===== config.mk =====
export PLATFORM = sky130hd
export DESIGN_NAME = dc_motor_feedforward_pwm_drive
export DESIGN_NICKNAME = d
export VERILOG_FILES = /design/src/hw/rtl/dcff_pkg.sv /design/src/hw/rtl/dc_motor_feedforward_pwm_drive.sv /design/src/hw/rtl/dcff_cfg_regs.sv /design/src/hw/rtl/dcff_datapath.sv /design/src/hw/rtl/dcff_ctrl.sv
export SDC_FILE = /design/constraint.sdc
export NUM_CORES = 2
export LEC_CHECK = 0
export ABC_AREA = 1
export BUFFER_PORTS_ARGS = -buffer_cell sky130_fd_sc_hd__buf_2
export CAP_MARGIN = 10
export CORE_AREA = 4 4 461 463
export DETAILED_ROUTE_END_ITERATION = 6
export DIE_AREA = 0 0 465 467
export GPL_TIMING_DRIVEN = 0
export PLACE_DENSITY = 0.57
export SYNTH_ARGS = -nofsm -noshare
export SYNTH_HDL_FRONTEND = slang
export SYNTH_HIERARCHICAL = 1
export SYNTH_SLANG_ARGS = --single-unit

===== constraint.sdc =====
create_clock -name clk -period 10.3 [get_ports clk]
set_input_delay 1.545 -clock clk [delete_from_list [all_inputs] [get_ports clk]]
set_output_delay 1.545 -clock clk [all_outputs]
set_load 0.03 [all_outputs]

===== src/hw/rtl/dcff_pkg.sv =====
`timescale 1ns / 1ps
// Shared types, codes and constants for the feed-forward motor drive.
package dcff_pkg;

	// input word
	typedef struct packed {
		logic [1:0]         mode;
		logic               side;
		logic signed [15:0] tilt_angle;
		logic signed [15:0] wheel_speed;
		logic signed [23:0] accel_demand;
	} in_t;

	// result word
	typedef struct packed {
		logic               kind;
		logic               motor_side;
		logic               in_a;
		logic               in_b;
		logic               pwm_on;
		logic [19:0]        duty_count;
		logic               standby_high;
		logic               brake_all;
		logic               feedback_valid;
		logic signed [23:0] accel_used;
		logic signed [15:0] duty_percent;
		logic signed [23:0] drive_volts;
	} out_t;

	typedef struct packed {
		logic [14:0] tilt_limit;
		logic [22:0] accel_limit;
		logic [31:0] accel_gain;
		logic [31:0] speed_gain;
		logic [15:0] bus_voltage;
	} cfg_t;

	// input word kinds
	localparam logic [1:0] MODE_TILT   = 2'd0;
	localparam logic [1:0] MODE_SPEED  = 2'd1;
	localparam logic [1:0] MODE_DEMAND = 2'd2;

	// result kinds
	localparam logic KIND_TILT  = 1'b0;
	localparam logic KIND_DRIVE = 1'b1;

	// register indexes
	localparam logic [2:0] REG_TILT_LIMIT  = 3'd0;
	localparam logic [2:0] REG_ACCEL_LIMIT = 3'd1;
	localparam logic [2:0] REG_ACCEL_GAIN  = 3'd2;
	localparam logic [2:0] REG_SPEED_GAIN  = 3'd3;
	localparam logic [2:0] REG_BUS_VOLTAGE = 3'd4;

	localparam logic [14:0] RST_TILT_LIMIT  = 15'd5719;
	localparam logic [22:0] RST_ACCEL_LIMIT = 23'd128000;
	localparam logic [31:0] RST_ACCEL_GAIN  = 32'd296454;
	localparam logic [31:0] RST_SPEED_GAIN  = 32'd31104959;
	localparam logic [15:0] RST_BUS_VOLTAGE = 16'd3072;

	// duty scaling: base + round(span * |V| / (bus << 24))
	localparam logic [19:0] DUTY_BASE  = 20'd100000;
	localparam logic [19:0] DUTY_SPAN  = 20'd900000;
	localparam logic [15:0] PCT_BASE   = 16'd2560;
	localparam logic [19:0] PCT_SPAN   = 20'd23040;
	localparam int          DUTY_QBITS = 20;
	localparam int          PCT_QBITS  = 15;

	localparam logic [24:0] VOLTS_POS_MAX = 25'd8388607;
	localparam logic [24:0] VOLTS_NEG_MAX = 25'd8388608;

	// shared multiplier operand selection
	typedef enum logic [1:0] {
		MS_AGAIN = 2'd0,
		MS_SGAIN = 2'd1,
		MS_MLO   = 2'd2,
		MS_MHI   = 2'd3
	} msel_t;

	typedef struct packed {
		logic  capture;
		logic  decode;
		logic  mul;
		logic  acc;
		msel_t msel;
		logic  pct;
		logic  clamp;
		logic  div_step;
		logic  take;
		logic  push;
	} cmd_t;

	typedef struct packed {
		logic [1:0] mode;
		logic       over;
		logic       estop;
		logic       vzero;
		logic       out_full;
	} stat_t;

endpackage


===== src/hw/rtl/dc_motor_feedforward_pwm_drive.sv =====
`timescale 1ns / 1ps
// Top level: two-motor feed-forward PWM drive with tilt emergency stop.
// One word is processed at a time. A speed word, an unused-mode word or a tilt that gives
// no status goes back to idle after decode; a tilt that gives a status and a demand during
// stop go from decode to the output state, and a demand with zero voltage ends after the
// clamp. A driving demand uses one 33x25 multiplier six times, and one restoring divider
// gives a 20-bit duty quotient and then a 15-bit percent quotient,
// one bit per cycle. A word with a result also waits while the output register still
// holds an unread word. Results sit in that register, so a finished result waits
// there while the next word is taken. Configuration writes land at once, no wait.
module dc_motor_feedforward_pwm_drive import dcff_pkg::*; (
	input  logic        clk,
	input  logic        arst_n,
	input  logic        in_valid,
	output logic        in_ready,
	input  in_t         in_data,
	output logic        out_valid,
	input  logic        out_ready,
	output out_t        out_data,
	input  logic        cfg_we,
	input  logic [2:0]  cfg_index,
	input  logic [31:0] cfg_wdata
);

	cfg_t  cfg;
	cmd_t  cmd;
	stat_t st;

	dcff_cfg_regs u_cfg (
		.clk       (clk),
		.arst_n    (arst_n),
		.cfg_we    (cfg_we),
		.cfg_index (cfg_index),
		.cfg_wdata (cfg_wdata),
		.cfg       (cfg)
	);

	dcff_ctrl u_ctrl (
		.clk      (clk),
		.arst_n   (arst_n),
		.in_valid (in_valid),
		.in_ready (in_ready),
		.st       (st),
		.cmd      (cmd)
	);

	dcff_datapath u_dp (
		.clk       (clk),
		.arst_n    (arst_n),
		.in_data   (in_data),
		.cfg       (cfg),
		.cmd       (cmd),
		.st        (st),
		.out_valid (out_valid),
		.out_ready (out_ready),
		.out_data  (out_data)
	);

endmodule


===== src/hw/rtl/dcff_cfg_regs.sv =====
`timescale 1ns / 1ps
// Configuration register bank with write-only access.
module dcff_cfg_regs import dcff_pkg::*; (
	input  logic        clk,
	input  logic        arst_n,
	input  logic        cfg_we,
	input  logic [2:0]  cfg_index,
	input  logic [31:0] cfg_wdata,
	output cfg_t        cfg
);

	cfg_t cfg_q;

	always_ff @(posedge clk or negedge arst_n) begin
		if (!arst_n) begin
			cfg_q.tilt_limit  <= RST_TILT_LIMIT;
			cfg_q.accel_limit <= RST_ACCEL_LIMIT;
			cfg_q.accel_gain  <= RST_ACCEL_GAIN;
			cfg_q.speed_gain  <= RST_SPEED_GAIN;
			cfg_q.bus_voltage <= RST_BUS_VOLTAGE;
		end else if (cfg_we) begin
			case (cfg_index)
				REG_TILT_LIMIT:  cfg_q.tilt_limit  <= cfg_wdata[14:0];
				REG_ACCEL_LIMIT: cfg_q.accel_limit <= cfg_wdata[22:0];
				REG_ACCEL_GAIN:  cfg_q.accel_gain  <= cfg_wdata;
				REG_SPEED_GAIN:  cfg_q.speed_gain  <= cfg_wdata;
				REG_BUS_VOLTAGE: cfg_q.bus_voltage <= cfg_wdata[15:0];
				default: ;
			endcase
		end
	end

	assign cfg = cfg_q;

endmodule


===== src/hw/rtl/dcff_datapath.sv =====
`timescale 1ns / 1ps
// Datapath: state, shared multiplier, clamp, restoring divider and result register.
module dcff_datapath import dcff_pkg::*; (
	input  logic  clk,
	input  logic  arst_n,
	input  in_t   in_data,
	input  cfg_t  cfg,
	input  cmd_t  cmd,
	output stat_t st,
	output logic  out_valid,
	input  logic  out_ready,
	output out_t  out_data
);

	in_t                item_q;
	logic signed [23:0] a_q;
	logic               over_q;
	logic               estop_q;
	logic [15:0]        speed_q [2];
	logic signed [57:0] prod_s1;
	logic signed [57:0] acc_q;
	logic               neg_q;
	logic [39:0]        mag_q;
	logic               vzero_q;
	logic signed [23:0] volts_q;
	logic [59:0]        div_rem_q;
	logic [59:0]        div_d_q;
	logic [19:0]        quot_q;
	logic [19:0]        duty_q;
	logic signed [15:0] pct_q;
	out_t               out_q;
	logic               out_valid_q;

	logic [16:0]        tilt_mag;
	logic               over;
	logic [24:0]        dem25, lim25, nlim25;
	logic [23:0]        a_clip;
	logic [15:0]        spd;
	logic [19:0]        kconst;
	logic [32:0]        opa;
	logic [24:0]        opb;
	logic signed [57:0] prod_c;
	logic [57:0]        half_den58, vbus58, absv;
	logic [39:0]        mag_c;
	logic [39:0]        den40;
	logic [59:0]        den_sh;
	logic               ge;
	logic [40:0]        vr;
	logic [24:0]        vu, vsat, vneg;
	logic [15:0]        pct_mag;
	out_t               res;

	// tilt magnitude, -32768 included
	assign tilt_mag = item_q.tilt_angle[15]
		? (17'd0 - {item_q.tilt_angle[15], item_q.tilt_angle})
		: {1'b0, item_q.tilt_angle};
	assign over = tilt_mag > {2'd0, cfg.tilt_limit};

	assign dem25  = {item_q.accel_demand[23], item_q.accel_demand};
	assign lim25  = {2'd0, cfg.accel_limit};
	assign nlim25 = 25'd0 - lim25;

	always_comb begin
		if ($signed(dem25) > $signed(lim25))
			a_clip = lim25[23:0];
		else if ($signed(dem25) < $signed(nlim25))
			a_clip = nlim25[23:0];
		else
			a_clip = dem25[23:0];
	end

	assign spd    = speed_q[item_q.side];
	assign kconst = cmd.pct ? PCT_SPAN : DUTY_SPAN;

	always_comb begin
		case (cmd.msel)
			MS_AGAIN: begin
				opa = {1'b0, cfg.accel_gain};
				opb = {a_q[23], a_q};
			end
			MS_SGAIN: begin
				opa = {1'b0, cfg.speed_gain};
				opb = {{9{spd[15]}}, spd};
			end
			MS_MLO: begin
				opa = {13'd0, kconst};
				opb = {5'd0, mag_q[19:0]};
			end
			MS_MHI: begin
				opa = {13'd0, kconst};
				opb = {5'd0, mag_q[39:20]};
			end
			default: begin
				opa = '0;
				opb = '0;
			end
		endcase
	end

	assign prod_c = $signed(opa) * $signed(opb);

	assign half_den58 = {19'd0, cfg.bus_voltage, 23'd0};
	assign vbus58     = {18'd0, cfg.bus_voltage, 24'd0};
	assign absv       = acc_q[57] ? (58'd0 - acc_q) : acc_q;
	assign mag_c      = (absv > vbus58) ? vbus58[39:0] : absv[39:0];

	assign den40  = {cfg.bus_voltage, 24'd0};
	assign den_sh = cmd.pct ? ({20'd0, den40} << (PCT_QBITS - 1))
	                        : ({20'd0, den40} << (DUTY_QBITS - 1));
	assign ge     = div_rem_q >= div_d_q;

	// reported voltage, Q.32 to Q8.16 with rounding and saturation
	assign vr   = {1'b0, mag_q} + 41'd32768;
	assign vu   = vr[40:16];
	assign vsat = neg_q ? ((vu > VOLTS_NEG_MAX) ? VOLTS_NEG_MAX : vu)
	                    : ((vu > VOLTS_POS_MAX) ? VOLTS_POS_MAX : vu);
	assign vneg = 25'd0 - vsat;

	assign pct_mag = PCT_BASE + {1'b0, quot_q[14:0]};

	always_comb begin
		res = '0;
		if (item_q.mode == MODE_TILT) begin
			res.kind         = KIND_TILT;
			res.standby_high = ~over_q;
			res.brake_all    = over_q;
		end else begin
			res.kind         = KIND_DRIVE;
			res.motor_side   = item_q.side;
			res.standby_high = ~estop_q;
			if (!estop_q && !vzero_q) begin
				res.in_a           = ~neg_q;
				res.in_b           = neg_q;
				res.pwm_on         = 1'b1;
				res.duty_count     = duty_q;
				res.feedback_valid = 1'b1;
				res.accel_used     = a_q;
				res.duty_percent   = pct_q;
				res.drive_volts    = volts_q;
			end
		end
	end

	// control state
	always_ff @(posedge clk or negedge arst_n) begin
		if (!arst_n) begin
			estop_q     <= 1'b0;
			speed_q[0]  <= '0;
			speed_q[1]  <= '0;
			out_valid_q <= 1'b0;
		end else begin
			if (cmd.decode && item_q.mode == MODE_TILT) begin
				if (over)
					estop_q <= 1'b1;
				else
					estop_q <= 1'b0;
			end
			if (cmd.decode && item_q.mode == MODE_SPEED)
				speed_q[item_q.side] <= item_q.wheel_speed;
			if (cmd.push)
				out_valid_q <= 1'b1;
			else if (out_ready)
				out_valid_q <= 1'b0;
		end
	end

	// payload
	always_ff @(posedge clk) begin
		if (cmd.capture)
			item_q <= in_data;
		if (cmd.decode) begin
			a_q    <= a_clip;
			over_q <= over;
		end
		if (cmd.mul)
			prod_s1 <= prod_c;
		if (cmd.acc) begin
			case (cmd.msel)
				MS_AGAIN: acc_q <= prod_s1;
				MS_SGAIN: acc_q <= acc_q + prod_s1;
				MS_MLO:   acc_q <= prod_s1 + $signed(half_den58);
				MS_MHI: begin
					// low partial plus half divisor sits in acc_q
					div_rem_q <= {19'd0, acc_q[40:0]} + {prod_s1[39:0], 20'd0};
					div_d_q   <= den_sh;
					quot_q    <= '0;
				end
				default: ;
			endcase
		end
		if (cmd.clamp) begin
			neg_q   <= acc_q[57];
			mag_q   <= mag_c;
			vzero_q <= st.vzero;
		end
		volts_q <= neg_q ? vneg[23:0] : vsat[23:0];
		if (cmd.div_step) begin
			if (ge)
				div_rem_q <= div_rem_q - div_d_q;
			quot_q  <= {quot_q[18:0], ge};
			div_d_q <= div_d_q >> 1;
		end
		if (cmd.take) begin
			if (cmd.pct)
				pct_q <= neg_q ? (16'd0 - pct_mag) : pct_mag;
			else
				duty_q <= DUTY_BASE + quot_q;
		end
		if (cmd.push)
			out_q <= res;
	end

	assign st.mode     = item_q.mode;
	assign st.over     = over;
	assign st.estop    = estop_q;
	assign st.vzero    = (acc_q == '0) || (cfg.bus_voltage == '0);
	assign st.out_full = out_valid_q & ~out_ready;

	assign out_valid = out_valid_q;
	assign out_data  = out_q;

	a_duty_range: assert property (@(posedge clk) disable iff (!arst_n)
		out_valid_q && out_q.feedback_valid |->
			out_q.duty_count >= DUTY_BASE && out_q.duty_count <= 20'd1000000)
		else $error("drive duty outside 10 to 100 percent");

	a_estop_set: assert property (@(posedge clk) disable iff (!arst_n)
		cmd.decode && item_q.mode == MODE_TILT && over |=> estop_q)
		else $error("over-limit tilt did not latch the stop");

	a_tilt_word: assert property (@(posedge clk) disable iff (!arst_n)
		out_valid_q && out_q.kind == KIND_TILT |->
			out_q.standby_high != out_q.brake_all && !out_q.pwm_on)
		else $error("tilt status word inconsistent");

endmodule


===== src/hw/rtl/dcff_ctrl.sv =====
`timescale 1ns / 1ps
// Sequencer: decodes each input word and steps the shared multiplier, clamp and divider for demand words.
module dcff_ctrl import dcff_pkg::*; (
	input  logic  clk,
	input  logic  arst_n,
	input  logic  in_valid,
	output logic  in_ready,
	input  stat_t st,
	output cmd_t  cmd
);

	typedef enum logic [7:0] {
		S_IDLE   = 8'b0000_0001,
		S_DECODE = 8'b0000_0010,
		S_MUL    = 8'b0000_0100,
		S_ACC    = 8'b0000_1000,
		S_CLAMP  = 8'b0001_0000,
		S_DIV    = 8'b0010_0000,
		S_TAKE   = 8'b0100_0000,
		S_OUT    = 8'b1000_0000
	} state_t;

	localparam logic [4:0] DUTY_LAST = 5'(DUTY_QBITS - 1);
	localparam logic [4:0] PCT_LAST  = 5'(PCT_QBITS - 1);

	state_t     state_q, state_d;
	msel_t      msel_q, msel_d;
	logic       pass_q, pass_d;
	logic [4:0] cnt_q, cnt_d;

	always_comb begin
		state_d = state_q;
		msel_d  = msel_q;
		pass_d  = pass_q;
		cnt_d   = cnt_q;
		cmd     = '0;
		cmd.msel = msel_q;
		cmd.pct  = pass_q;
		in_ready = 1'b0;
		case (state_q)
			S_IDLE: begin
				in_ready = 1'b1;
				if (in_valid) begin
					cmd.capture = 1'b1;
					state_d = S_DECODE;
				end
			end
			S_DECODE: begin
				cmd.decode = 1'b1;
				case (st.mode)
					MODE_TILT:  state_d = (st.over || st.estop) ? S_OUT : S_IDLE;
					MODE_SPEED: state_d = S_IDLE;
					MODE_DEMAND: begin
						if (st.estop) begin
							state_d = S_OUT;
						end else begin
							msel_d  = MS_AGAIN;
							state_d = S_MUL;
						end
					end
					default: state_d = S_IDLE;
				endcase
			end
			S_MUL: begin
				cmd.mul = 1'b1;
				state_d = S_ACC;
			end
			S_ACC: begin
				cmd.acc = 1'b1;
				case (msel_q)
					MS_AGAIN: begin
						msel_d  = MS_SGAIN;
						state_d = S_MUL;
					end
					MS_SGAIN: state_d = S_CLAMP;
					MS_MLO: begin
						msel_d  = MS_MHI;
						state_d = S_MUL;
					end
					MS_MHI: begin
						cnt_d   = pass_q ? PCT_LAST : DUTY_LAST;
						state_d = S_DIV;
					end
					default: state_d = S_IDLE;
				endcase
			end
			S_CLAMP: begin
				cmd.clamp = 1'b1;
				if (st.vzero) begin
					state_d = S_OUT;
				end else begin
					msel_d  = MS_MLO;
					pass_d  = 1'b0;
					state_d = S_MUL;
				end
			end
			S_DIV: begin
				cmd.div_step = 1'b1;
				if (cnt_q == '0)
					state_d = S_TAKE;
				else
					cnt_d = cnt_q - 5'd1;
			end
			S_TAKE: begin
				cmd.take = 1'b1;
				if (pass_q) begin
					state_d = S_OUT;
				end else begin
					// second pass: percent quotient
					pass_d  = 1'b1;
					msel_d  = MS_MLO;
					state_d = S_MUL;
				end
			end
			S_OUT: begin
				if (!st.out_full) begin
					cmd.push = 1'b1;
					state_d  = S_IDLE;
				end
			end
			default: state_d = S_IDLE;
		endcase
	end

	always_ff @(posedge clk or negedge arst_n) begin
		if (!arst_n) begin
			state_q <= S_IDLE;
			msel_q  <= MS_AGAIN;
			pass_q  <= 1'b0;
			cnt_q   <= '0;
		end else begin
			state_q <= state_d;
			msel_q  <= msel_d;
			pass_q  <= pass_d;
			cnt_q   <= cnt_d;
		end
	end

	a_one_word: assert property (@(posedge clk) disable iff (!arst_n)
		in_valid && in_ready |=> !in_ready)
		else $error("second word taken while one is in progress");

	a_push_room: assert property (@(posedge clk) disable iff (!arst_n)
		cmd.push |-> state_q == S_OUT && !st.out_full)
		else $error("result pushed over an unread word");

	a_state_onehot: assert property (@(posedge clk) disable iff (!arst_n)
		$onehot(state_q))
		else $error("sequencer state not one-hot");

endmodule


Word-level counts from Yosys, hierarchy flattened
Index checks and enable logic that the tools add are counted.
{"block": "classes", "add_sub_neg": 13, "mul": 1, "n_lt_le_gt_ge": 9, "n_eq_ne": 27, "mux": 71, "bitwise_logic": 8, "n_reduce_logical": 37}
{"operator": "$mux W60", "count": 4}
{"operator": "$mux W59", "count": 4}
{"operator": "$pmux W58 S3", "count": 1}
{"operator": "$mux W24", "count": 5}
{"operator": "$pmux W25 S4", "count": 1}
{"operator": "$pmux W33 S3", "count": 1}
{"operator": "$mux W16", "count": 5}
{"operator": "$mux W20", "count": 4}
{"operator": "$mux W65", "count": 1}
{"operator": "$pmux W8 S8", "count": 1}
{"operator": "$add A41 B60 Y60", "count": 1}
{"operator": "$ge A60 B59 Y1", "count": 1}
{"operator": "$sub A60 B59 Y60", "count": 1}
{"operator": "$add A58 B40 Y58", "count": 1}
{"operator": "$add A58 B58 Y58", "count": 1}
{"operator": "$gt A58 B40 Y1", "count": 1}
{"operator": "$logic_not A58 Y1", "count": 1}
{"operator": "$mul A33 B25 Y58", "count": 1}
{"operator": "$mux W58", "count": 1}
{"operator": "$sub A1 B58 Y58 const A", "count": 1}
{"operator": "$mux W8", "count": 7}
{"operator": "$add A40 B16 Y41 const B", "count": 1}
{"operator": "$mux W40", "count": 1}
{"operator": "$bwmux W32", "count": 1}
{"operator": "other kinds (60)", "count": 119}
{"block": "word_totals", "ff_bits": 701}

Depth between registers and ports, before layout
{"block": "logic_depth", "word_depth": 7, "mapped_depth": 37}

Modules after synthesis
The synthesis kept the hierarchy.
{"module": "dcff_datapath", "n_inst": 1, "cells_each": 8129, "area_per_inst_um2": 64733.3, "seq_area_each_um2": 15985.3}
{"module": "dcff_cfg_regs", "n_inst": 1, "cells_each": 521, "area_per_inst_um2": 4730.8, "seq_area_each_um2": 3004.1}
{"module": "dcff_ctrl", "n_inst": 1, "cells_each": 152, "area_per_inst_um2": 1042.2, "seq_area_each_um2": 401.6}

Worst setup path before layout
OpenSTA, ideal clock, no wires.
{"block": "synth_path", "kind": "reg-to-reg", "from": "register u_ctrl.msel_q[1]", "to": "register u_dp.prod_s1[42] (data pin)", "t_arrival_ns": 7.768, "t_required_ns": 10.035, "path_slack_ns": 2.267, "path_stages_with_launch": 33, "path_buffers": 4, "path_cell_list": "dfrtp_1 inv_1 ha_1 clkbuf_1 inv_1 clkbuf_1 clkbuf_1 o21ai_1 clkbuf_1 nor2_1 fa_1 fa_1 inv_1 fa_1 fa_1 fa_1 inv_1 fa_1 inv_1 fa_1 inv_1 ha_1 a21oi_1 inv_1 a31oi_1 o21ai_0 inv_1 nand2_1 a21boi_0 o21ai_0 a21oi_1 o21ai_0 xor2_1"}
{"block": "synth_via", "elab_chain_cells": 4, "elab_cells_between_ends": 8}
{"item": "start, declared", "line_no": "dcff_ctrl.sv:27", "rtl": "msel_t msel_q, msel_d;"}
{"item": "start signal, assigned", "line_no": "dcff_ctrl.sv:133", "rtl": "msel_q <= msel_d;"}
{"item": "$eq A2 B2 Y1", "line_no": "dcff_datapath.sv:76", "rtl": "case (cmd.msel)"}
{"item": "$reduce_or A2 Y1 (no line)"}
{"item": "$pmux W33 S3", "line_no": "dcff_datapath.sv:76"}
{"item": "$mul A33 B25 Y58 (*)", "line_no": "dcff_datapath.sv:100", "rtl": "assign prod_c = $signed(opa) * $signed(opb);"}
{"item": "named net u_dp.prod_c[42]", "line_no": "dcff_datapath.sv:42", "rtl": "logic signed [57:0] prod_c;"}
{"item": "end signal, assigned", "line_no": "dcff_datapath.sv:176", "rtl": "prod_s1 <= prod_c;"}
{"item": "end, declared", "line_no": "dcff_datapath.sv:20", "rtl": "logic signed [57:0] prod_s1;"}
Mark *: on every way through the listed nets, which the timed path passes. The rest lies on a longest branch. The select of a mux whose other input is x is not followed.
A chain may end at the register's enable or synchronous reset.

Final worst setup path
{"block": "layout_path", "from": "register u_ctrl.msel_q[1]", "to": "register u_dp.prod_s1[46] (data pin)"}
The elaborated chain is that of the path after synthesis.

==> results.yml <==
setup_path:
  cp_data_arrival_time_ns: 10.43
  cp-startpoint: "u_ctrl/msel_q[1]"
  crit_path_start_kind: "flip-flop"
  slowest_delay_ns: 0.83
  slowest_stage: "clkbuf_1"
  r2r-end: "u_dp/prod_s1[46]"
  crit_fanout: 10
  crit_end: "u_dp/prod_s1[46]"
  critPathKind: "flip-flop to flip-flop"
  reg2reg_slack_ns: 0.28
  worstPathRequired_ns: 10.71
  rr_startpoint: "u_ctrl/msel_q[1]"
  rr_worst_depth: 32
  crit_path_end_kind: "flip-flop"
timing:
  report.final.slew_viol_count: 0
  finalSetupViolCount: 0
  rsz0062_at_grt: "false"
  min_period_ns: 10.02
  slew_headroom_pct: 12.98
  skew_ns: 0.05858
  hold_viol: 0
  fmax_mhz: 99.79
  tns_ns: 0
  finalCritPeriodShare_pct: 97.30
  worst_pin_slew_ns: 1.297
synth:
  synthCells: 8802
  yosysSeqAreaShare_pct: 27.50
  ys.warnings.count: 6
  yosysMostFrequentCell: "nand2_1"
  syn_avg_cell_area_um2: 8.010
  synth.distinct_cells: 75
  netlist.top_cell.by_area: "fa_1"
  synthTopCellsByCount: "nand2_1, inv_1, nor2_1"
  netlist_area_um2: 70510
  syn_nets: 10060
  synth.ff_latch_count: 700
  async_flop_share_pct: 24.00
  synth_edf_count: 448
  synth_top_area_share_pct: 19.62
  synth_top_flop_cell: "edfxtp_1"
  ys_top_cells_by_area: "fa_1, edfxtp_1, nand2_1"
placement:
  gp_congestion: 0.9946
  io_buffers: 192
  dp_hpwl_um: 224300
  dp.cells: 11830
grt:
  grt_pass1_vias: 61070
  antenna_found_initial: 8
  overflow: 0
  grt_pass1_wl_um: 395000
  grt_usage_pct: 24.23
  grt_max_degree: 106
drt:
  firstDrtPassIters: 6
  vias_per_cell: 5.127
  wire_per_inst_um: 22.43
  drt_iter0_markers: 5477
  final_antenna_net_count: 0
  finalWirelength_um: 269000
  vias: 61500
  drc: 0
min_path:
  hold_path.class: "flip-flop to flip-flop"
floorplanning:
  core_um2: 208700
  dieArea_um2: 217200
  row_count: 168
  die_w_um: 465
  die_y_um: 467
  start_util_pct: 33.78
  pin_count: 193
cts:
  cts_made_buffers: 81
  cts_hold_buf: 0
  cts_sinks: 700
  cts-root-buf: "clkbuf_16"
  clkLatencyLatePin_ns: 0.72
  h-tree-depth: 3
  clock_path_buffers: 3
  cts_tree: "built"
  path_clk_slew_ns: 0.06
cells_and_area:
  final_layout_size_suffix_gt1_share_pct: 7.939
  final_nets: 10380
  areaGrowthSynthToFinish_pct: 11.66
  num-fill-cells: 21690
  final_cells: 11990
run_status:
  status: "complete, no violations"
run:
  max_cap_viol_count: 0
## worst max-delay path: cells and delay by family (launching register included)
family | cells | cell delay (ns)
adder cells (fa/ha/maj) | 9 | 4.25
XOR/XNOR | 1 | 0.16
AO/OA/AOI/OAI | 10 | 2.58
AND/OR/NAND/NOR | 2 | 0.32
flip-flops | 1 | 0.54
buffers and inverters | 10 | 1.86
## timing repair
action	CTS	global route
pin swaps	0	5
setup endpoints to repair	27	26
gates resized for setup	31	164
buffers inserted	0	11
## cells in the final DEF, fill, tap and decap left out, types with 18 or more instances in the layout
cell,count
nand2_1,1796
inv_1,1626
nor2_1,1100
fa_1,691
ha_1,471
edfxtp_1,448
o21ai_0,442
a21oi_1,352
nand3_1,275
buf_2,224
xor2_1,192
clkbuf_1,141
dfrtp_1,126
a31oi_1,97
dfxtp_1,84
clkbuf_16,83
nand4_1,83
xnor2_1,72
o211ai_1,70
clkbuf_2,67
nor3_1,64
buf_4,44
dfstp_2,42
a21o_1,37
nand2_2,32
nor4_1,32
o21ai_1,27
clkinv_1,23
inv_2,23
nor2_2,22
o21bai_1,22
or2_2,22
a221oi_1,21
nor2_4,20
o22ai_1,18
## metal layers
metal | GRT usage [%] | up-vias | wire length, µm
met2 | 39.39 | 2257 | 123600
li1 | - | 28490 | -
met5 | 0 | - | 13
met3 | 3.868 | 474 | 19450
met1 | 31.83 | 30280 | 112100
met4 | 10.89 | 2 | 13790
## stage by stage
stage / setup slack, ns / cell area (µm²) / hold WS [ns] / util [%]
CTS: -0.04626 / 78430 / 0.4631 / 37.57
finish: 0.2785 / 78730 / 0.4637 / 37.72
detailed placement: -0.5797 / 75540 / 0.4546 / 36.19
global route: 0.004701 / 78720 / 0.4700 / 37.72
global placement: -1.023 / 74980 / 0.4510 / 35.92
floorplan: 2.267 / 70510 / 0.4206 / -
## registers in the layout, indices dropped and copies added, names as in the netlist, 2 cells and up
name / count
u_dp/quot_q: 20
u_ctrl/msel_q: 2
u_dp/item_q: 33
u_ctrl/state_q: 8
u_dp/speed_q: 32
u_dp/a_q: 24
u_dp/acc_q: 58
u_dp/out_data: 91
u_dp/div_rem_q: 60
u_dp/st: 2
u_dp/mag_q: 40
u_dp/duty_q: 20
u_dp/div_d_q: 59
u_dp/dem25: 24
u_dp/pct_q: 16
u_dp/prod_s1: 58
u_dp/volts_q: 24
u_cfg/cfg: 118
u_ctrl/cnt_q: 5
## how the worst min path moves through the flow
stage	start	end	slack [ns]	cells after the start
2_1_floorplan	u_dp/acc_q[57]	u_dp/neg_q	0.42	0
6_report	u_cfg/cfg[112]	u_cfg/cfg[112]	0.46	2
5_1_grt	u_cfg/cfg[63]	u_cfg/cfg[63]	0.47	2
3_5_place_dp	u_cfg/cfg[112]	u_cfg/cfg[112]	0.45	2
4_1_cts	u_cfg/cfg[50]	u_cfg/cfg[50]	0.46	2
3_3_place_gp	u_cfg/cfg[49]	u_cfg/cfg[49]	0.45	2
## kinds of logic after synthesis
family / share of synthesized area (%)
DFF: 27.50
and+or+nand+nor: 20.48
AOI/OAI and AO/OA: 10.05
xor gates and xnor gates: 3.303
adders and majority gates: 27.98
muxes: 0.03017
buffers and inverters: 10.66
## layout make-up
| type | instances | area (µm²) | area share [%] |
|---|---|---|---|
| repair buffers | 237 | 1554 | 1.974 |
| plain buffers | 277 | 1341 | 1.704 |
| multi-input cells | 6152 | 43850 | 55.70 |
| diodes | 6 | 15.01 | 0.01907 |
| clock inverters | 51 | 619.3 | 0.7867 |
| clock buffers | 101 | 2185 | 2.775 |
| inverters | 1665 | 6265 | 7.957 |
| flip-flops and latches | 700 | 19390 | 24.63 |
| well taps | 2805 | 3510 | 4.458 |
Power is left out: the tool's default activity adds up to more than one toggle a clock period on the data nets, which glitch-free logic cannot reach.
